**src/u9rl_pkg.sv**
```systemverilog
// Shared types and constants for the 9-bit run-length UART receive decoder.
// Used by u9rl_ctrl, u9rl_dpath and the top level; no dependencies.
`default_nettype none

package u9rl_pkg;

  // Time base: burst time in ticks, bit centers carry 16 fraction bits
  localparam int TIME_W = 32;
  localparam int CTR_W  = TIME_W + 16;

  // Field widths
  localparam int LEN_W  = 15;
  localparam int SKIP_W = 24;
  localparam int PER_W  = 26;
  localparam int IDX_W  = 4;
  localparam int CNT_W  = 2;

  localparam logic [PER_W-1:0] PERIOD_RESET = 26'd2275555;

  // Bit index milestones within a character
  localparam logic [IDX_W-1:0] IDX_NINTH = 4'd8;
  localparam logic [IDX_W-1:0] IDX_STOP  = 4'd9;
  localparam logic [IDX_W-1:0] IDX_STOP2 = 4'd10;

  // Most results reported for one input item
  localparam logic [CNT_W-1:0] MAX_RESULTS = 2'd2;

  // Result status codes
  localparam logic [1:0] ST_OK     = 2'd0;
  localparam logic [1:0] ST_RESCUE = 2'd1;
  localparam logic [1:0] ST_FRAME  = 2'd2;
  localparam logic [1:0] ST_REJECT = 2'd3;

  // Source of a result's character fields
  typedef enum logic [1:0] {
    ES_REJECT = 2'd0,
    ES_CHAR   = 2'd1,
    ES_FILL   = 2'd2
  } emit_src_t;

  // Commands from controller to datapath
  typedef struct packed {
    logic      load;
    logic      skip_sub;
    logic      ctr_hunt;
    logic      ctr_verify;
    logic      ctr_add;
    logic      shift_bit;
    logic      take_ninth;
    logic      set_idx10;
    logic      time_add;
    logic      close;
    logic      emit;
    emit_src_t emit_src;
    logic [1:0] emit_status;
  } cmd_t;

  // Status from datapath to controller
  typedef struct packed {
    logic has_len;
    logic lvl;
    logic last;
    logic skip_fits;
    logic in_win;
    logic idx_lt8;
    logic idx_eq8;
    logic idx_eq9;
    logic idx_eq10;
    logic emit_ok;
  } sts_t;

endpackage

`default_nettype wire

```
**src/uart9_run_length_rx_decoder.sv**
```systemverilog
// Top level of the 9-bit run-length UART receive decoder.
// Depends on u9rl_pkg, u9rl_ctrl and u9rl_dpath.
//
// Decodes 9-bit UART characters from a stream of line runs (level and length in
// 100 ns ticks) grouped into bursts, sampling each bit at its center with a Q16
// bit period set by cfg_wdata. One run is handled at a time: it is accepted,
// then the decode loop makes one pass per cycle while no result waits on
// m_tready (each sample point that falls in the run, each phase change, and one
// closing pass), then a burst-closing step follows when the run ends a burst.
// The result register lets the next run be accepted while a result is still
// waiting; at most two results are reported per run. Write the period only
// while the block is idle.
`default_nettype none

module uart9_run_length_rx_decoder
  import u9rl_pkg::*;
(
  input  wire logic             clk,
  input  wire logic             rst,
  // run input
  input  wire logic             s_tvalid,
  output logic                  s_tready,
  input  wire logic [39:0]      s_tdata,   // run_level, run_ticks[14:0], echo_ticks[23:0]
  input  wire logic [0:0]       s_tuser,   // first_of_burst
  input  wire logic             s_tlast,   // last_of_burst
  // character output
  output logic                  m_tvalid,
  input  wire logic             m_tready,
  output logic [15:0]           m_tdata,   // char_data[7:0], addr_bit, 7 zero bits
  output logic [1:0]            m_tuser,   // status
  // bit period register
  input  wire logic             cfg_we,
  input  wire logic [PER_W-1:0] cfg_wdata
);

  cmd_t       cmd;
  sts_t       sts;
  logic [7:0] out_char;
  logic       out_ninth;

  u9rl_ctrl u_ctrl (
    .clk      (clk),
    .rst      (rst),
    .in_valid (s_tvalid),
    .in_first (s_tuser[0]),
    .in_ready (s_tready),
    .sts      (sts),
    .cmd      (cmd)
  );

  u9rl_dpath u_dpath (
    .clk        (clk),
    .rst        (rst),
    .cmd        (cmd),
    .sts        (sts),
    .in_level   (s_tdata[0]),
    .in_ticks   (s_tdata[15:1]),
    .in_first   (s_tuser[0]),
    .in_last    (s_tlast),
    .in_skip    (s_tdata[39:16]),
    .cfg_we     (cfg_we),
    .cfg_wdata  (cfg_wdata),
    .out_ready  (m_tready),
    .out_valid  (m_tvalid),
    .out_char   (out_char),
    .out_ninth  (out_ninth),
    .out_status (m_tuser)
  );

  // Pack result transaction
  assign m_tdata = {7'b0000000, out_ninth, out_char};

`ifndef SYNTHESIS
  // An accepted run blocks further input in the following cycle
  assert property (@(posedge clk) disable iff (rst)
    s_tvalid && s_tready |=> !s_tready)
    else $error("input accepted on consecutive cycles");

  // Results are produced only while a run is in work
  assert property (@(posedge clk) disable iff (rst)
    $rose(m_tvalid) |-> $past(!s_tready))
    else $error("result produced while idle");

  // A start reject carries no character
  assert property (@(posedge clk) disable iff (rst)
    m_tvalid && (m_tuser == ST_REJECT) |-> (m_tdata[8:0] == 9'd0))
    else $error("start reject with nonzero character");
`endif

endmodule

`default_nettype wire

```
**src/u9rl_ctrl.sv**
```systemverilog
// Controller for the 9-bit run-length UART receive decoder: sequencer and decode phase.
// Depends on u9rl_pkg; drives u9rl_dpath through cmd_t, reads sts_t back.
`default_nettype none

module u9rl_ctrl
  import u9rl_pkg::*;
(
  input  wire logic clk,
  input  wire logic rst,
  input  wire logic in_valid,
  input  wire logic in_first,
  output logic      in_ready,
  input  wire sts_t sts,
  output cmd_t      cmd
);

  typedef enum logic [1:0] {
    SEQ_IDLE  = 2'd0,
    SEQ_RUN   = 2'd1,
    SEQ_CLOSE = 2'd2
  } seq_t;

  typedef enum logic [2:0] {
    PH_SKIP     = 3'd0,
    PH_HUNT     = 3'd1,
    PH_VERIFY   = 3'd2,
    PH_SAMPLE   = 3'd3,
    PH_SEEK_END = 3'd4,
    PH_SKIP_LOW = 3'd5
  } phase_t;

  seq_t   state, state_next;
  phase_t phase, phase_next;
  logic   run_done;

  assign in_ready = (state == SEQ_IDLE);

  // Next state and command decode; one pass of the run loop per cycle unless a result waits on the output
  always_comb begin
    cmd        = '0;
    state_next = state;
    phase_next = phase;
    run_done   = 1'b0;
    case (state)
      SEQ_IDLE: begin
        if (in_valid) begin
          cmd.load   = 1'b1;
          state_next = SEQ_RUN;
          if (in_first) begin
            phase_next = PH_SKIP;
          end
        end
      end
      SEQ_RUN: begin
        if (!sts.has_len) begin
          state_next = sts.last ? SEQ_CLOSE : SEQ_IDLE;
        end else begin
          case (phase)
            PH_SKIP: begin
              if (sts.skip_fits) begin
                cmd.skip_sub = 1'b1;
                run_done     = 1'b1;
              end else begin
                phase_next = PH_HUNT;
              end
            end
            PH_SKIP_LOW: begin
              if (!sts.lvl) begin
                run_done = 1'b1;
              end else begin
                phase_next = PH_HUNT;
              end
            end
            PH_VERIFY: begin
              if (!sts.in_win) begin
                run_done = 1'b1;
              end else if (sts.lvl) begin
                // line went high again before mid start bit
                if (sts.emit_ok) begin
                  cmd.emit        = 1'b1;
                  cmd.emit_src    = ES_REJECT;
                  cmd.emit_status = ST_REJECT;
                  phase_next      = PH_HUNT;
                end
              end else begin
                cmd.ctr_verify = 1'b1;
                phase_next     = PH_SAMPLE;
              end
            end
            PH_SAMPLE: begin
              if (!sts.in_win) begin
                run_done = 1'b1;
              end else if (sts.idx_lt8) begin
                cmd.shift_bit = 1'b1;
                cmd.ctr_add   = 1'b1;
              end else if (sts.idx_eq8) begin
                cmd.take_ninth = 1'b1;
                cmd.ctr_add    = 1'b1;
              end else if (sts.idx_eq9) begin
                if (sts.lvl) begin
                  if (sts.emit_ok) begin
                    cmd.ctr_add     = 1'b1;
                    cmd.emit        = 1'b1;
                    cmd.emit_src    = ES_CHAR;
                    cmd.emit_status = ST_OK;
                    phase_next      = PH_SEEK_END;
                  end
                end else begin
                  cmd.ctr_add   = 1'b1;
                  cmd.set_idx10 = 1'b1;
                end
              end else begin
                // second stop bit: rescue or framing error
                if (sts.emit_ok) begin
                  cmd.emit        = 1'b1;
                  cmd.emit_src    = ES_CHAR;
                  cmd.emit_status = sts.lvl ? ST_RESCUE : ST_FRAME;
                  phase_next      = sts.lvl ? PH_SEEK_END : PH_SKIP_LOW;
                end
              end
            end
            PH_SEEK_END: begin
              if (!sts.in_win) begin
                run_done = 1'b1;
              end else begin
                phase_next = PH_HUNT;
              end
            end
            default: begin
              // start bit search
              if (sts.lvl) begin
                phase_next = PH_HUNT;
                run_done   = 1'b1;
              end else begin
                cmd.ctr_hunt = 1'b1;
                phase_next   = PH_VERIFY;
              end
            end
          endcase
          if (run_done) begin
            cmd.time_add = 1'b1;
            state_next   = sts.last ? SEQ_CLOSE : SEQ_IDLE;
          end
        end
      end
      SEQ_CLOSE: begin
        // burst end: flush a pending character with idle-high samples, or reject a start still in verify
        if (phase == PH_VERIFY) begin
          if (sts.emit_ok) begin
            cmd.emit        = 1'b1;
            cmd.emit_src    = ES_REJECT;
            cmd.emit_status = ST_REJECT;
            cmd.close       = 1'b1;
            phase_next      = PH_SKIP;
            state_next      = SEQ_IDLE;
          end
        end else if (phase == PH_SAMPLE) begin
          if (sts.emit_ok) begin
            cmd.emit        = 1'b1;
            cmd.emit_src    = ES_FILL;
            cmd.emit_status = sts.idx_eq10 ? ST_RESCUE : ST_OK;
            cmd.close       = 1'b1;
            phase_next      = PH_SKIP;
            state_next      = SEQ_IDLE;
          end
        end else begin
          cmd.close  = 1'b1;
          phase_next = PH_SKIP;
          state_next = SEQ_IDLE;
        end
      end
      default: begin
        state_next = SEQ_IDLE;
      end
    endcase
  end

  // State registers
  always_ff @(posedge clk) begin
    if (rst) begin
      state <= SEQ_IDLE;
      phase <= PH_SKIP;
    end else begin
      state <= state_next;
      phase <= phase_next;
    end
  end

endmodule

`default_nettype wire

```
**src/u9rl_dpath.sv**
```systemverilog
// Datapath for the 9-bit run-length UART receive decoder: time, bit centers, shifter, result reg.
// Depends on u9rl_pkg; controlled by u9rl_ctrl through cmd_t.
`default_nettype none

module u9rl_dpath
  import u9rl_pkg::*;
(
  input  wire logic              clk,
  input  wire logic              rst,
  input  wire cmd_t              cmd,
  output sts_t                   sts,
  input  wire logic              in_level,
  input  wire logic [LEN_W-1:0]  in_ticks,
  input  wire logic              in_first,
  input  wire logic              in_last,
  input  wire logic [SKIP_W-1:0] in_skip,
  input  wire logic              cfg_we,
  input  wire logic [PER_W-1:0]  cfg_wdata,
  input  wire logic              out_ready,
  output logic                   out_valid,
  output logic [7:0]             out_char,
  output logic                   out_ninth,
  output logic [1:0]             out_status
);

  logic [PER_W-1:0]  period;
  logic              lvl_q;
  logic [LEN_W-1:0]  len_q;
  logic              last_q;
  logic [TIME_W-1:0] burst_time;
  logic [SKIP_W-1:0] skip_left;
  logic [CTR_W-1:0]  center;
  logic [IDX_W-1:0]  bit_index;
  logic [7:0]        data_shift;
  logic              ninth;
  logic [CNT_W-1:0]  emit_cnt;

  logic [PER_W:0]    verify_step;
  logic [TIME_W-1:0] offset;
  logic [7:0]        fill_data;
  logic              fill_ninth;
  logic              cnt_full;
  logic              push;

  // First center after start: +1 period, +half period minus its whole ticks
  assign verify_step = {1'b0, period} + {{(PER_W-15){1'b0}}, period[16:1]};

  // Distance of the current sample point from the run start
  assign offset = center[CTR_W-1:16] - burst_time;

  // Idle-high fill of unsampled bits at burst end
  always_comb begin
    for (int i = 0; i < 8; i++) begin
      fill_data[i] = data_shift[i] | (IDX_W'(i) >= bit_index);
    end
    fill_ninth = (bit_index <= IDX_NINTH) ? 1'b1 : ninth;
  end

  assign cnt_full = (emit_cnt == MAX_RESULTS);
  assign push     = cmd.emit && !cnt_full;

  // Status to controller
  always_comb begin
    sts           = '0;
    sts.has_len   = (len_q != '0);
    sts.lvl       = lvl_q;
    sts.last      = last_q;
    sts.skip_fits = ({{(SKIP_W-LEN_W){1'b0}}, len_q} <= skip_left);
    sts.in_win    = (offset < {{(TIME_W-LEN_W){1'b0}}, len_q});
    sts.idx_lt8   = (bit_index < IDX_NINTH);
    sts.idx_eq8   = (bit_index == IDX_NINTH);
    sts.idx_eq9   = (bit_index == IDX_STOP);
    sts.idx_eq10  = (bit_index == IDX_STOP2);
    sts.emit_ok   = !out_valid || out_ready || cnt_full;
  end

  // Configuration register
  always_ff @(posedge clk) begin
    if (rst) begin
      period <= PERIOD_RESET;
    end else if (cfg_we) begin
      period <= cfg_wdata;
    end
  end

  // Item latch
  always_ff @(posedge clk) begin
    if (cmd.load) begin
      lvl_q  <= in_level;
      len_q  <= in_ticks;
      last_q <= in_last;
    end
  end

  // Decode state
  always_ff @(posedge clk) begin
    if (rst) begin
      burst_time <= '0;
      skip_left  <= '0;
      center     <= '0;
      bit_index  <= '0;
      data_shift <= '0;
      ninth      <= 1'b0;
      emit_cnt   <= '0;
    end else begin
      if (cmd.load) begin
        emit_cnt <= '0;
        if (in_first) begin
          burst_time <= '0;
          skip_left  <= in_skip;
          bit_index  <= '0;
          data_shift <= '0;
          ninth      <= 1'b0;
        end
      end
      if (push) begin
        emit_cnt <= emit_cnt + 1'b1;
      end
      if (cmd.skip_sub) begin
        skip_left <= skip_left - {{(SKIP_W-LEN_W){1'b0}}, len_q};
      end
      if (cmd.time_add) begin
        burst_time <= burst_time + {{(TIME_W-LEN_W){1'b0}}, len_q};
      end
      // bit center arithmetic
      if (cmd.ctr_hunt) begin
        center <= {burst_time + {{(TIME_W-(PER_W-17)){1'b0}}, period[PER_W-1:17]}, 16'h0000};
      end else if (cmd.ctr_verify) begin
        center <= center + {{(CTR_W-PER_W-1){1'b0}}, verify_step};
      end else if (cmd.ctr_add) begin
        center <= center + {{(CTR_W-PER_W){1'b0}}, period};
      end
      // character assembly
      if (cmd.ctr_verify) begin
        bit_index  <= '0;
        data_shift <= '0;
        ninth      <= 1'b0;
      end else if (cmd.shift_bit) begin
        data_shift[bit_index[2:0]] <= lvl_q;
        bit_index                  <= bit_index + 1'b1;
      end else if (cmd.take_ninth) begin
        ninth     <= lvl_q;
        bit_index <= IDX_STOP;
      end else if (cmd.set_idx10) begin
        bit_index <= IDX_STOP2;
      end
      if (cmd.close) begin
        data_shift <= fill_data;
        ninth      <= fill_ninth;
        skip_left  <= '0;
        burst_time <= '0;
      end
    end
  end

  // Result register
  always_ff @(posedge clk) begin
    if (rst) begin
      out_valid <= 1'b0;
    end else if (push) begin
      out_valid <= 1'b1;
    end else if (out_ready) begin
      out_valid <= 1'b0;
    end
  end

  always_ff @(posedge clk) begin
    if (push) begin
      out_status <= cmd.emit_status;
      case (cmd.emit_src)
        ES_CHAR: begin
          out_char  <= data_shift;
          out_ninth <= ninth;
        end
        ES_FILL: begin
          out_char  <= fill_data;
          out_ninth <= fill_ninth;
        end
        default: begin
          out_char  <= '0;
          out_ninth <= 1'b0;
        end
      endcase
    end
  end

endmodule

`default_nettype wire
```
**config.mk**
```make
export PLATFORM = sky130hd
export DESIGN_NAME = uart9_run_length_rx_decoder
export DESIGN_NICKNAME = d
export VERILOG_FILES = /design/src/u9rl_pkg.sv /design/src/uart9_run_length_rx_decoder.sv /design/src/u9rl_ctrl.sv /design/src/u9rl_dpath.sv
export SDC_FILE = /design/constraint.sdc
export NUM_CORES = 1
export LEC_CHECK = 0
export BUFFER_PORTS_ARGS = -buffer_cell sky130_fd_sc_hd__buf_2
export CAP_MARGIN = 20
export CORE_ASPECT_RATIO = 0.75
export CORE_MARGIN = 5
export CORE_UTILIZATION = 32
export CTS_CLUSTER_DIAMETER = 150
export DETAILED_ROUTE_END_ITERATION = 16
export PLACE_DENSITY = 0.57
export SLEW_MARGIN = 20
export SYNTH_ARGS = -nofsm -noshare
export SYNTH_HDL_FRONTEND = slang
export SYNTH_SLANG_ARGS = --single-unit
```
**constraint.sdc**
```tcl
create_clock -name clk -period 7.3 [get_ports clk]
set_input_delay 1.46 -clock clk [delete_from_list [all_inputs] [get_ports clk]]
set_output_delay 1.46 -clock clk [all_outputs]
set_load 0.005 [all_outputs]
```
# Yosys cells after proc, flatten, opt, wreduce, memory -nomap -nowiden
# Index checks and enable logic that the tools add are counted.
# op_classes
addsub	9
magnitude_cmp	14
eq_ne	27
mux	116
bitwise_logic	8
reduce_logical	30
# op_table
op	n
2-to-1 mux 48 bit	3
2-to-1 mux 32 bit	3
2-to-1 mux 24 bit	3
2-to-1 mux 8 bit	8
2-to-1 mux 5 bit	12
2-to-1 mux 3 bit	19
adder 48 x 26 -> 48 bit	1
adder 48 x 27 -> 48 bit	1
2-to-1 mux 1 bit	36
adder 32 x 15 -> 32 bit	1
adder 32 x 9 -> 32 bit	1
< comparator 32 x 15 -> 1 bit	1
subtractor 32 bit	1
2-to-1 mux 4 bit	7
adder 26 x 16 -> 27 bit	1
less-or-equal comparator 15 x 24 -> 1 bit	1
2-to-1 mux 2 bit	12
subtractor 24 x 15 -> 24 bit	1
one-hot mux 5 bit (2 select lines)	2
2-to-1 mux 6 bit	3
>= comparator 3 x 4 -> 1 bit, first input constant	4
one-hot mux 8 bit (2 select lines)	1
one-hot mux 3 bit (5 select lines)	1
AND reduction 15 bit	1
39 further kinds	80
# word_totals
ff_bits	179
input_bits	73
output_inout_bits	20
wordCells	222

# Depth between registers and ports, before layout
# Gate-level depths: netlist of run 1.
# logic_depth
depth_word	16
depth_mapped	27
ltp_nobuf	26

# Modules after synthesis
# Synthesis of run 1 repeated with hierarchy kept, for this count alone.
# unflattened
hier_cells	1959
area_unflattened_um2	15849.0
# by_module_without_submodules
mod	n_inst	cells_each	area_each_um2	seq_area_each_um2
u9rl_dpath	1	1844	15008.1	3763.6
u9rl_ctrl	1	106	777.0	100.1
uart9_run_length_rx_decoder	1	9	63.8	0.0

# Worst setup path after synthesis of run 1
# Ideal clock, no wire load.
# synth_path
path_kind	register to register
start	register u_dpath.burst_time[1]
end	register u_dpath.out_char[4], data pin
setup_ps	265
t_arrival_ps	4823
required_ps	7035
path_slack_ps	2213
path_stages_with_launch	28
n_path_buf	2
synth_period_minus_slack_ps	5087
cell_sequence	dfxtp_1 -> inv_1 -> ha_1 -> nor2b_1 -> o31a_1 -> o21ai_0 -> nor2b_1 -> nor2b_1 -> o21ai_0 -> nand2_1 -> xor2_1 -> ha_1 -> o21ai_0 -> o221ai_1 -> a21oi_1 -> o22ai_1 -> nor4_1 -> nand4_1 -> nor4_1 -> nand4b_1 -> nor3_1 -> inv_1 -> ha_1 -> clkbuf_1 -> or2_2 -> clkbuf_1 -> a22oi_1 -> nor2_1
# synth_via
elab_chain_cells	8
word_cells_on_any_way	10
classes_between	1 x add/sub; 1 x order compare; 2 x eq/ne; 6 x mux
# synth_rtl
element	line_no	source
start, declared	u9rl_dpath.sv:30	logic [TIME_W-1:0] burst_time;
start signal, assigned	u9rl_dpath.sv:123	burst_time <= burst_time + {{(TIME_W-LEN_W){1'b0}}, len_q};
subtractor 32 bit (*)	u9rl_dpath.sv:49	assign offset = center[CTR_W-1:16] - burst_time;
< comparator 32 x 15 -> 1 bit (*)	u9rl_dpath.sv:69	sts.in_win = (offset < {{(TIME_W-LEN_W){1'b0}}, len_q});
2-to-1 mux 5 bit, on equally long branches	u9rl_ctrl.sv:91, u9rl_ctrl.sv:75	
one-hot mux 5 bit (2 select lines) (*)	u9rl_ctrl.sv:58	case (phase)
2-to-1 mux 5 bit (*)	u9rl_ctrl.sv:55	if (!sts.has_len) begin
one-hot mux 5 bit (2 select lines) (*)	u9rl_ctrl.sv:44	case (state)
equality test 2 bit or equality test 2 x 1 -> 1 bit (tied branches)	u9rl_dpath.sv:170	case (cmd.emit_src)
one-hot mux 8 bit (2 select lines) (*)	u9rl_dpath.sv:170	
end signal, assigned	u9rl_dpath.sv:172	out_char <= data_shift;
end signal, assigned	u9rl_dpath.sv:176	out_char <= fill_data;
end, declared	u9rl_dpath.sv:21	output logic [7:0] out_char,
# Every way passes the cells marked *; elsewhere a longest branch is shown, timed or not.
# A chain may end at the register's enable or synchronous reset.

# Final worst setup path of run 1
# layout_path
start	register u_dpath.burst_time[1]
end	register u_dpath.out_char[5], data pin
# The elaborated chain is that of the path after synthesis.

==> results of run 1 <==
-- logic make-up after synthesis --
group,after synthesis,synth area share
other cells,1,0.0002237
compound gates,638,0.2584
mux,55,0.03358
buf+inv,221,0.05224
simple gates,756,0.2233
fa+ha+maj,179,0.1475
flops,179,0.2305
xor+xnor,104,0.05433
-- worst max-delay path by stage --
stage	to	slack, ps	cells after the start
after CTS	u_dpath.out_char[6]	860	25
after detailed placement	u_dpath.out_char[6]	940	25
final	u_dpath.out_char[5]	750	23
after global routing	u_dpath.out_char[5]	430	25
after floorplan	u_dpath.out_char[4]	2210	27
after global placement	u_dpath.out_char[6]	970	25
-- per-layer routing --
| metal | up-vias | wire length [um] | part of all wire |
|---|---|---|---|
| met3 | 56 | 3293 | 0.060 |
| met1 | 7903 | 27270 | 0.50 |
| met5 | - | 0 | 0 |
| met4 | 0 | 883 | 0.016 |
| li1 | 7944 | - | - |
| met2 | 484 | 23060 | 0.42 |
-- sequential cells by signal, summed over array words and instances (netlist names) --
register            cells
u_ctrl.phase            3
u_ctrl.state            2
u_dpath.bit_index       4
u_dpath.burst_time     32
u_dpath.center         48
u_dpath.data_shift      8
u_dpath.emit_cnt        2
u_dpath.last_q          1
u_dpath.len_q          15
u_dpath.lvl_q           1
u_dpath.ninth           1
u_dpath.out_char        8
u_dpath.out_ninth       1
u_dpath.out_status      2
u_dpath.out_valid       1
u_dpath.period         26
u_dpath.skip_left      24
-- stage by stage --
| step | hold slack, ps | setup slack [ps] |
|---|---|---|
| after global placement | 461.3 | 971.6 |
| after CTS | 493.1 | 860.2 |
| final | 495.4 | 751.9 |
| after global routing | 514.9 | 425.2 |
| after floorplan | 449.3 | 2213 |
| after detailed placement | 479.7 | 938.4 |
-- power breakdown --
part | total (W) | leakage [nW] | switching (W) | internal, W
sequential | 0.00125 | 1.48 | 0.000130 | 0.00112
clock | 0.000930 | 0.276 | 0.000463 | 0.000467
combinational | 0.00324 | 5.60 | 0.00195 | 0.00130
-- cells in the mapped netlist (34+ instances only) --
cell | instances | area [um2]
nand2_1 | 211 | 792.0
nor2_1 | 160 | 600.6
a21oi_1 | 152 | 760.7
dfxtp_1 | 151 | 3023
ha_1 | 148 | 1852
o21ai_0 | 135 | 675.7
inv_1 | 113 | 424.2
clkbuf_1 | 78 | 292.8
xnor2_1 | 74 | 648.1
nor3_1 | 70 | 350.3
nand3_1 | 61 | 305.3
nand4_1 | 49 | 306.5
mux2i_1 | 45 | 450.4
a21o_1 | 40 | 300.3
and3_1 | 35 | 219.0
o211ai_1 | 34 | 255.2
-- layout make-up --
class	count	area (um2)
Sequential cell	179	3864
Multi-Input combinational cell	1739	12060
Clock buffer	21	464.2
Tap cell	703	879.6
Fill cell	5488	33330
Inverter	115	431.7
Antenna cell	1	2.502
Timing Repair Buffer	107	590.6
Clock inverter	11	93.84
-- worst register-to-register path, delay by kind of cell (launching register included) --
kind	cells	cell delay, ps
xor+xnor	1	150
flops	1	500
compound gates	8	1880
simple gates	9	2660
fa+ha+maj	3	890
buf+inv	2	240
==> metrics, run 1 <==
aggregate routed wire length 54.51 mm; Cell Count, Final, Fillers Out 2,876; pwr dens 295.0 nW/um2; Port Buffers 85; Worst-Margin Slew 1070 ps; Synth Instances 2,133; H-tree depth 4; Final period util 0.8970; chip height 208.2 um; crit path max fanout 9; Worst Path Arrival 6760 ps; largest net degree at the start of global routing 47; RSZ-0062 raised after global routing false; DRT iter0 DRCs 1,434; Final Cell Area 18,380 um2; Core Area 51,710 um2; P_leak 7.349 nW; Clock Skew 13.91 ps; worst skew pair latency 470 ps; warnings from Yosys 0; hold path startpoint u_dpath.center[0]; Max Slew Vio Count 0; Hold Buf Count CTS 0; met1 Track Usage GR 0.2772; Yosys reg bits 179; fmax 0.1527 GHz; First-pass DRT Iterations 5; Top delay family on crit path simple AND/OR/NAND/NOR gates; Final min period 6548 ps; Most common cell on crit path ha_1; fin nets 2,411; Setup CP Type register to register; post-cts resize count 0; row cnt 72; sequential share of the synthesized area 0.2305; Root Buffer clkbuf_16; Worst-path clk slew 70 ps; Synth-to-Final Area Change 9.658%; crit path launch type register; total power 0.005423 W; Final setup viols 0; Post-synth ARST share 0; final cell utilization of the core 0.3555; VDD IR-drop max 0.2197 mV; Final HPWL DP 41.61 mm; Worst Path Required 7520 ps; antenna viol nets, final 0; Max Cap Viol 0; critical path cell sequence inv_1 > ha_1 > nor2b_1 > o31a_1 > o21ai_1 > a21oi_1 > nor2_1 > xnor2_1 > ha_1 > a211oi_1 > o221ai_1 > a21oi_1 > o22ai_1 > nor4_1 > nand4_1 > nor4_1 > nand4b_1 > nor3_1 > inv_1 > ha_1 > or2_2 > a22oi_1 > nor2_1; R2R Path Start u_dpath.burst_time[1]; initial antenna violation count 0; vias per cell 5.698; Synth cell types 96; register-to-register setup slack 750 ps; status complete, no violations; commonest cells after routing, fill and taps aside nand2_1, nor2_1, a21oi_1, dfxtp_1, ha_1; # Post-CTS Setup Buffers 0; GRT Resource Usage Total 0.1866; CTS Buf Count 17; Vias 16,387; vias in the first global route 15,670; clk buf depth 2; Post-synth top flop dfxtp_1; # IOs 93; Clock Sinks 179; max_slew headroom 0.2847; CP Capture Type register; Syn Area/Cell 7.860 um2; die width 274.3 um; most common cell after layout, fill and taps aside nand2_1; Placement Cell Area 17,820 um2; setup TNS 0 ps; worst hold stages 2; global route hottest layer met1; Inst Count DP 2,843; FF-to-FF path depth 23; die area 57,120 um2; HP Class register to register; EDFF count, synth 28; DRC 0; CTS tree done; critical path's largest stage delay 700 ps; R2R Path End u_dpath.out_char[5]; Global Route met2 Usage 0.2765; WHS Endpoint u_dpath.center[0]; slowest library cell on the worst path nor4_1; Crit. Startpoint u_dpath.burst_time[1]; Avg WL per Cell 18.95 um; Final Hold Viols 0; met3 global-route usage 0.03824; synthesized cell area 16,760 um2; GR Overflow Total 0; routability congestion estimate 0.9004; Starting Density 0.3242; share of layout cells above drive strength 1 0.08978; Buf/Inv on CP 2; first-pass GRT wire length 86.69 mm
No activity file was read; power rests on OpenSTA's default activity.
==> run 2, diff against run 1 <==
--- a/config.mk
+++ b/config.mk
@@ -5,6 +5,7 @@
 export SDC_FILE = /design/constraint.sdc
 export NUM_CORES = 1
 export LEC_CHECK = 0
+export ABC_AREA = 1
 export BUFFER_PORTS_ARGS = -buffer_cell sky130_fd_sc_hd__buf_2
 export CAP_MARGIN = 20
 export CORE_ASPECT_RATIO = 0.75
@@ -12,6 +13,7 @@
 export CORE_UTILIZATION = 32
 export CTS_CLUSTER_DIAMETER = 150
 export DETAILED_ROUTE_END_ITERATION = 16
+export MAX_ROUTING_LAYER = met4
 export PLACE_DENSITY = 0.57
 export SLEW_MARGIN = 20
 export SYNTH_ARGS = -nofsm -noshare
==> run 2 against run 1 <==
  * Wire length up 12%
  * Setup slack better by 1600 ps
  * Maximum frequency is 34% higher
  * Clock skew increased by 7.4 ps
  * Sequential power fell by 7%
  * Largest cell class unchanged
  * Total power shrank 23%
  * Non-clock buffer count shrank 11
  * Die area is 7.9% higher
  * Hold slack worse by 20 ps
==> metrics, run 2 <==
status complete, no violations; CTS Buf Count 17 (unchanged); worst skew pair latency 520 ps (+50 ps); Setup CP Type register to register; vias per cell 5.130 (-10%); share of layout cells above drive strength 1 0.06271 (-0.02707); pwr dens 210.5 nW/um2 (-29%); antenna viol nets, final 0 (unchanged); Vias 19,052 (+16%); Max Slew Vio Count 0 (unchanged); Final Cell Area 19,810 um2 (+7.7%); Final setup viols 0 (unchanged); First-pass DRT Iterations 6 (+1); most common cell after layout, fill and taps aside nand2_1; largest area contributor in the netlist nand2_1; aggregate routed wire length 61.19 mm (+12%); R2R Path End u_dpath.center[41]; biggest regs u_dpath.center (48), u_dpath.burst_time (32), u_dpath.period (26); ranking of synthesized cells by area nand2_1, dfxtp_1, ha_1; DRT iter0 DRCs 1,829 (+28%); WHS Endpoint u_dpath.skip_left[7]; chip height 216.3 um (+3.9%); Synth Instances 2,924 (+37%); routability congestion estimate 0.9643 (+7.1%); count leader, synth nand2_1; HP Class register to register; post-cts resize count 0 (unchanged); max_slew headroom 0.2362 (-0.04852); crit path launch type register; Synth cell types 54 (-44%); fmax 0.2041 GHz (+34%); register-to-register setup slack 2400 ps (+1650 ps); die width 285.1 um (+3.9%); pre-CTS setup slack 2508 ps (+1569 ps); warnings from Yosys 0 (unchanged); Final HPWL DP 48.63 mm (+17%); H-tree depth 4 (unchanged); Final period util 0.6712 (-0.2258); largest net degree at the start of global routing 54 (+15%); CTS tree done; Post-synth top flop dfxtp_1; Avg WL per Cell 16.48 um (-13%); Syn Area/Cell 6.210 um2 (-21%); vias in the first global route 17,254 (+10%); row cnt 75 (+4.2%); hold path startpoint u_dpath.skip_left[7]; Worst-Margin Slew 1139 ps (+69.77 ps); Port Buffers 85 (unchanged); max FFs per register 48 (unchanged); clk buf depth 2 (unchanged); Max Cap Viol 0 (unchanged); synthesized cell area 18,160 um2 (+8.3%); Final Hold Viols 0 (unchanged); Hold Buf Count CTS 0 (unchanged); Root Buffer clkbuf_16; Worst Path Required 7680 ps (+160 ps); top cell type's share of synthesized area 0.1683 (-0.01204); DRC 0 (unchanged); Worst Path Arrival 5280 ps (-1480 ps); setup TNS 0 ps (unchanged); Core Area 56,020 um2 (+8.3%); RSZ-0062 raised after global routing false; Clock Sinks 179 (unchanged); multi-input logic area 12,410 um2 (+2.9%); fin nets 3,221 (+34%); # IOs 93 (unchanged); CP Capture Type register; Final min period 4900 ps (-1648 ps); Yosys reg bits 179 (unchanged); # Post-CTS Setup Buffers 0 (unchanged); sequential share of the synthesized area 0.2128 (-0.01768); crit path max fanout 41 (+32); Biggest register u_dpath.center; Clock Skew 21.35 ps (+7.435 ps); Starting Density 0.3241 (about the same); GR Overflow Total 0 (unchanged); Synth-to-Final Area Change 9.089%; die area 61,650 um2 (+7.9%); Placement Cell Area 19,220 um2 (+7.8%); EDFF count, synth 28 (unchanged); Post-synth ARST share 0 (unchanged); commonest cells after routing, fill and taps aside nand2_1, inv_1, nor2_1, a21oi_1, nand3_1; Seq. cell area 3864 um2 (unchanged); first-pass GRT wire length 97.32 mm (+12%); filler cell count 6,169 (+12%); R2R Path Start u_dpath.burst_time[12]; Synth top cells by count nand2_1, inv_1, nor2_1; worst setup margin 2400 ps (+1648 ps); FF-to-FF path depth 21 (-8.7%); initial antenna violation count 1 (+1); VDD IR-drop max 0.1703 mV (-23%); GRT Resource Usage Total 0.2021 (+0.01550); Worst-path clk slew 90 ps (+20 ps); P_leak 9.325 nW (+27%); worst hold stages 2 (unchanged)
==> run 2: cell count changes after synthesis, moves of 42 or more <==
cell / delta
a21oi_1: +96
inv_1: +279
mux2i_1: -45
nand2_1: +603
nand3_1: +154
nor2_1: +121
xnor2_1: -42
==> run 2: worst max path at each step <==
stage / to / slack, ps / cells after the start / from
4_1_cts: u_dpath.center[39] / 2490 / 25 / u_dpath.center[16]
2_1_floorplan: u_dpath.out_char[0] / 3860 / 22 / u_dpath.center[16]
3_5_place_dp: u_dpath.center[39] / 2510 / 25 / u_dpath.center[16]
6_report: u_dpath.center[41] / 2400 / 21 / u_dpath.burst_time[12]
5_1_grt: u_dpath.center[26] / 2040 / 25 / u_dpath.center[16]
3_3_place_gp: u_dpath.center[22] / 2610 / 21 / u_dpath.burst_time[11]
==> run 2: cell families after synthesis <==
group	after synthesis	share of synthesized area
and+or+nand+nor	1472	0.3405
AOI/OAI and AO/OA	516	0.1591
buffers and inverters	482	0.1054
adders and majority gates	179	0.1362
DFF	179	0.2128
xor gates and xnor gates	95	0.04582
other	1	0.0002065
==> run 2: metal layers <==
layer	wire [um]	vias to the layer above	track usage
met5	0	-	-
met4	1016	0	0.04625
met3	4768	64	0.04244
met2	23200	635	0.2641
met1	32210	8699	0.3122
li1	-	9654	-
==> run 2: where the power goes <==
part           switching, W  total [W]  internal, W
registers         0.0000860    0.00116      0.00107
logic               0.00137    0.00204     0.000670
clock network      0.000502   0.000974     0.000472
total               0.00196    0.00417      0.00221
==> run 2: critical path: stages, from the launching register on <==
cell and delay [ps]:
dfxtp_1 410, inv_1 120, ha_1 400, nand2_1 140, nor2_1 320, and2_1 180, nand2_1 60, nand2_1 190
xor2_1 180, ha_1 260, a21oi_1 140, nand3b_1 170, nand2_1 70, nor2_1 120, nand3_1 140, nor2_4 440
o211ai_4 300, nand3_2 120, buf_4 380, inv_1 410, nand2_1 160, a21oi_1 70
==> run 2: final cells by class <==
| type | instances | share of cell area |
|---|---|---|
| Sequential cell | 179 | 0.1951 |
| Clock buffer | 19 | 0.02287 |
| Antenna cell | 1 | 0.0001263 |
| Timing Repair Buffer | 96 | 0.02565 |
| Multi-Input combinational cell | 2269 | 0.6265 |
| Tap cell | 731 | 0.04618 |
| Clock inverter | 13 | 0.006633 |
| Inverter | 406 | 0.07700 |
==> run 2: stage by stage <==
stage          hold WS (ps)    util  power, W  instances
6_report              475.4  0.3536  0.004170       3714
5_1_grt               497.1  0.3536  0.004527       3714
4_1_cts               477.0  0.3535  0.004148       3713
3_5_place_dp          463.7  0.3431  0.003156       3681
3_3_place_gp          461.4  0.3431  0.003154       3681
2_1_floorplan         448.8       -  0.002650       2930
==> run 3, diff against run 2 <==
--- a/config.mk
+++ b/config.mk
@@ -5,7 +5,7 @@
 export SDC_FILE = /design/constraint.sdc
 export NUM_CORES = 1
 export LEC_CHECK = 0
-export ABC_AREA = 1
+export ABC_AREA = 0
 export BUFFER_PORTS_ARGS = -buffer_cell sky130_fd_sc_hd__buf_2
 export CAP_MARGIN = 20
 export CORE_ASPECT_RATIO = 0.75
@@ -14,7 +14,7 @@
 export CTS_CLUSTER_DIAMETER = 150
 export DETAILED_ROUTE_END_ITERATION = 16
 export MAX_ROUTING_LAYER = met4
-export PLACE_DENSITY = 0.57
+export PLACE_DENSITY = 0.59
 export SLEW_MARGIN = 20
 export SYNTH_ARGS = -nofsm -noshare
 export SYNTH_HDL_FRONTEND = slang
==> constraint.sdc (replaced) <==
create_clock -name clk -period 4.4 [get_ports clk]
set_input_delay 0.88 -clock clk [delete_from_list [all_inputs] [get_ports clk]]
set_output_delay 0.88 -clock clk [all_outputs]
set_load 0.005 [all_outputs]
==> run 3 against run 2 <==
  * Critical path type unchanged
  * Critical path depth increased by 5
  * Largest cell class unchanged
  * Clock skew shrank 5.3 ps
  * The run now ends with negative setup slack left
  * Wire length is 0.32% lower
==> metrics, run 3 (synthesized netlist as in run 1, its figures left out) <==
Clock Skew 16.06 ps (-5.286 ps); Avg WL per Cell 19.21 um (+17%); Max Cap Viol 0 (unchanged); Sequential Power Share 0.179 (-0.098); Cell Int Power 0.006295 W (+180%); Worst Path Required 4620 ps (-3060 ps); antenna viol nets, final 0 (unchanged); pre-CTS setup slack -1065 ps (-3573 ps); Core Area 51,710 um2 (-7.7%); first-pass GRT wire length 93.73 mm (-3.7%); worst skew pair latency 470 ps (-50 ps); Clk pwr share 0.145 (-0.088); Inst Count DP 3,101 (-16%); die width 274.3 um (-3.8%); Clock Sinks 179 (unchanged); GRT Resource Usage Total 0.2090 (+0.006872); routability congestion estimate 0.9330 (-3.2%); Final period util 1.147 (+0.4760); crit path max fanout 7 (-83%); CTS Buf Count 17 (unchanged); Setup CP Type register to register; pwr dens 504.1 nW/um2 (+140%); initial antenna violation count 2 (+1); Synth-to-Final Area Change 33.15%; sw power 0.004959 W (+150%); status finished, violations left; Worst-Margin Slew 927.3 ps (-212.2 ps); FF-to-FF path depth 26 (+24%); RSZ-0062 raised after global routing true; Seq. cell area 3871 um2 (+0.19%); aggregate routed wire length 61.00 mm (-0.32%); switch share 0.4406 (-0.02884); worst setup margin -647.7 ps (-3048 ps); Biggest register u_dpath.center; Final Hold Viols 0 (unchanged); filler cell count 5,165 (-16%); VDD IR-drop max 0.3499 mV (+110%); vias in the first global route 17,014 (-1.4%); vias per cell 5.587 (+8.9%); Final setup viols 122 (+122); HP Class register to register; crit path launch type register; biggest regs u_dpath.center (48), u_dpath.burst_time (32), u_dpath.period (26); Final Cell Area 22,320 um2 (+13%); commonest cells after routing, fill and taps aside buf_4, nand2_1, dfxtp_1, nor2_1, ha_1; fmax 0.1981 GHz (-2.9%); most common cell after layout, fill and taps aside buf_4; Placement Cell Area 20,040 um2 (+4.2%); largest net degree at the start of global routing 46 (-15%); Starting Density 0.3242 (about the same); clk buf depth 2 (unchanged); multi-input logic area 13,230 um2 (+6.6%); Port Buffers 85 (unchanged); First-pass DRT Iterations 6 (unchanged); GR Overflow Total 0 (unchanged); chip height 208.2 um (-3.7%); CTS tree done; # IOs 93 (unchanged); Max Slew Vio Count 0 (unchanged); worst hold stages 2 (unchanged); max FFs per register 48 (unchanged); Worst Path Arrival 5270 ps (about the same); combinational power share 0.676 (+0.187); Final HPWL DP 45.71 mm (-6.0%); fin nets 2,711 (-16%); max_slew headroom 0.3777 (+0.1415); Cell Count, Final, Fillers Out 3,176 (-14%); Final min period 5048 ps (+147.7 ps); failing checks negative setup slack; die area 57,120 um2 (-7.4%); H-tree depth 4 (unchanged); DRT iter0 DRCs 1,423 (-22%); Root Buffer clkbuf_16; Hold Buf Count CTS 0 (unchanged); CP Capture Type register; row cnt 72 (-4.0%); Worst-path clk slew 80 ps (about the same); P_leak 9.289 nW (-0.38%); Vias 17,745 (-6.9%); DRC 0 (unchanged); share of layout cells above drive strength 1 0.2690 (+0.2063)
==> run 3: cell types whose count changed in the layout (fill, tap and decap cells not counted), moves of 56 or more <==
cell and change:
nor2_1 -137, nand2_1 -612, nand3_1 -158, o21ai_0 -56, buf_4 +250, a21oi_1 -115, inv_1 -283
==> run 3: worst paths after layout <==
path / to / slack [ps] / startpoint
min reg2reg: u_dpath.center[0] / 500 / u_dpath.center[0]
max reg2reg: u_dpath.out_char[4] / -650 / u_dpath.burst_time[1]
min: u_dpath.center[0] / 500 / u_dpath.center[0]
max: u_dpath.out_char[4] / -650 / u_dpath.burst_time[1]
==> run 3: timing repair <==
item,CTS,global route
endpoints found under the setup margin,123,123
resized for setup,153,164
endpoints found under the hold margin,0,0
gates cloned,4,4
pin swaps,75,109
setup buffers,18,22
==> run 3: final cells by class <==
class                           instances  area share
Timing Repair Buffer                  406      0.1485
Tap cell                              703     0.03940
Sequential cell                       179      0.1734
Clock buffer                           19     0.01939
Antenna cell                            1   0.0001121
Timing Repair inverter                  1   0.0003363
Clock inverter                         13    0.006726
Multi-Input combinational cell       1739      0.5926
Inverter                              115     0.01945
==> run 3: worst max-delay path: stages, from the launching register on <==
cell and delay [ps]:
dfxtp_4 370, inv_4 40, ha_4 200, nor2b_4 120, o31a_1 350, o21ai_2 210
buf_6 130, a21oi_2 40, nor2_1 140, xnor2_1 140, ha_1 280, a211oi_2 290
o221ai_2 150, a21oi_2 240, o22ai_2 130, nor4_2 170, buf_4 160, nand4_1 140
nor4_4 210, buf_4 150, nand4b_1 180, nor3_2 200, inv_1 70, ha_2 190
or2_4 270, a22oi_2 180, nor2_1 50
==> run 3: per-layer routing <==
layer	up-vias	GRT usage	share of wire
li1	8578	-	-
met1	8546	0.2987	0.48
met2	553	0.3025	0.42
met3	68	0.04757	0.079
met4	0	0.04347	0.016
met5	-	-	0
==> run 3: through the flow <==
step	power, W	utilization	hold slack (ps)	TNS (ps)
floorplan	0.006058	-	449.3	-1719
global placement	0.008520	0.3875	459.6	-58240
detailed placement	0.008588	0.3875	487.8	-52300
CTS	0.01081	0.4134	503.7	-36600
global route	0.01203	0.4317	520.2	-72030
finish	0.01125	0.4317	495.2	-44500
==> run 3: power by group through the flow <==
stage,combinational [W],sequential (W),clock (W)
after floorplan,0.00404,0.00202,0
after global placement,0.00648,0.00204,0
after detailed placement,0.00654,0.00205,0
after CTS,0.00711,0.00201,0.00168
after global routing,0.00826,0.00204,0.00174
final,0.00761,0.00201,0.00163
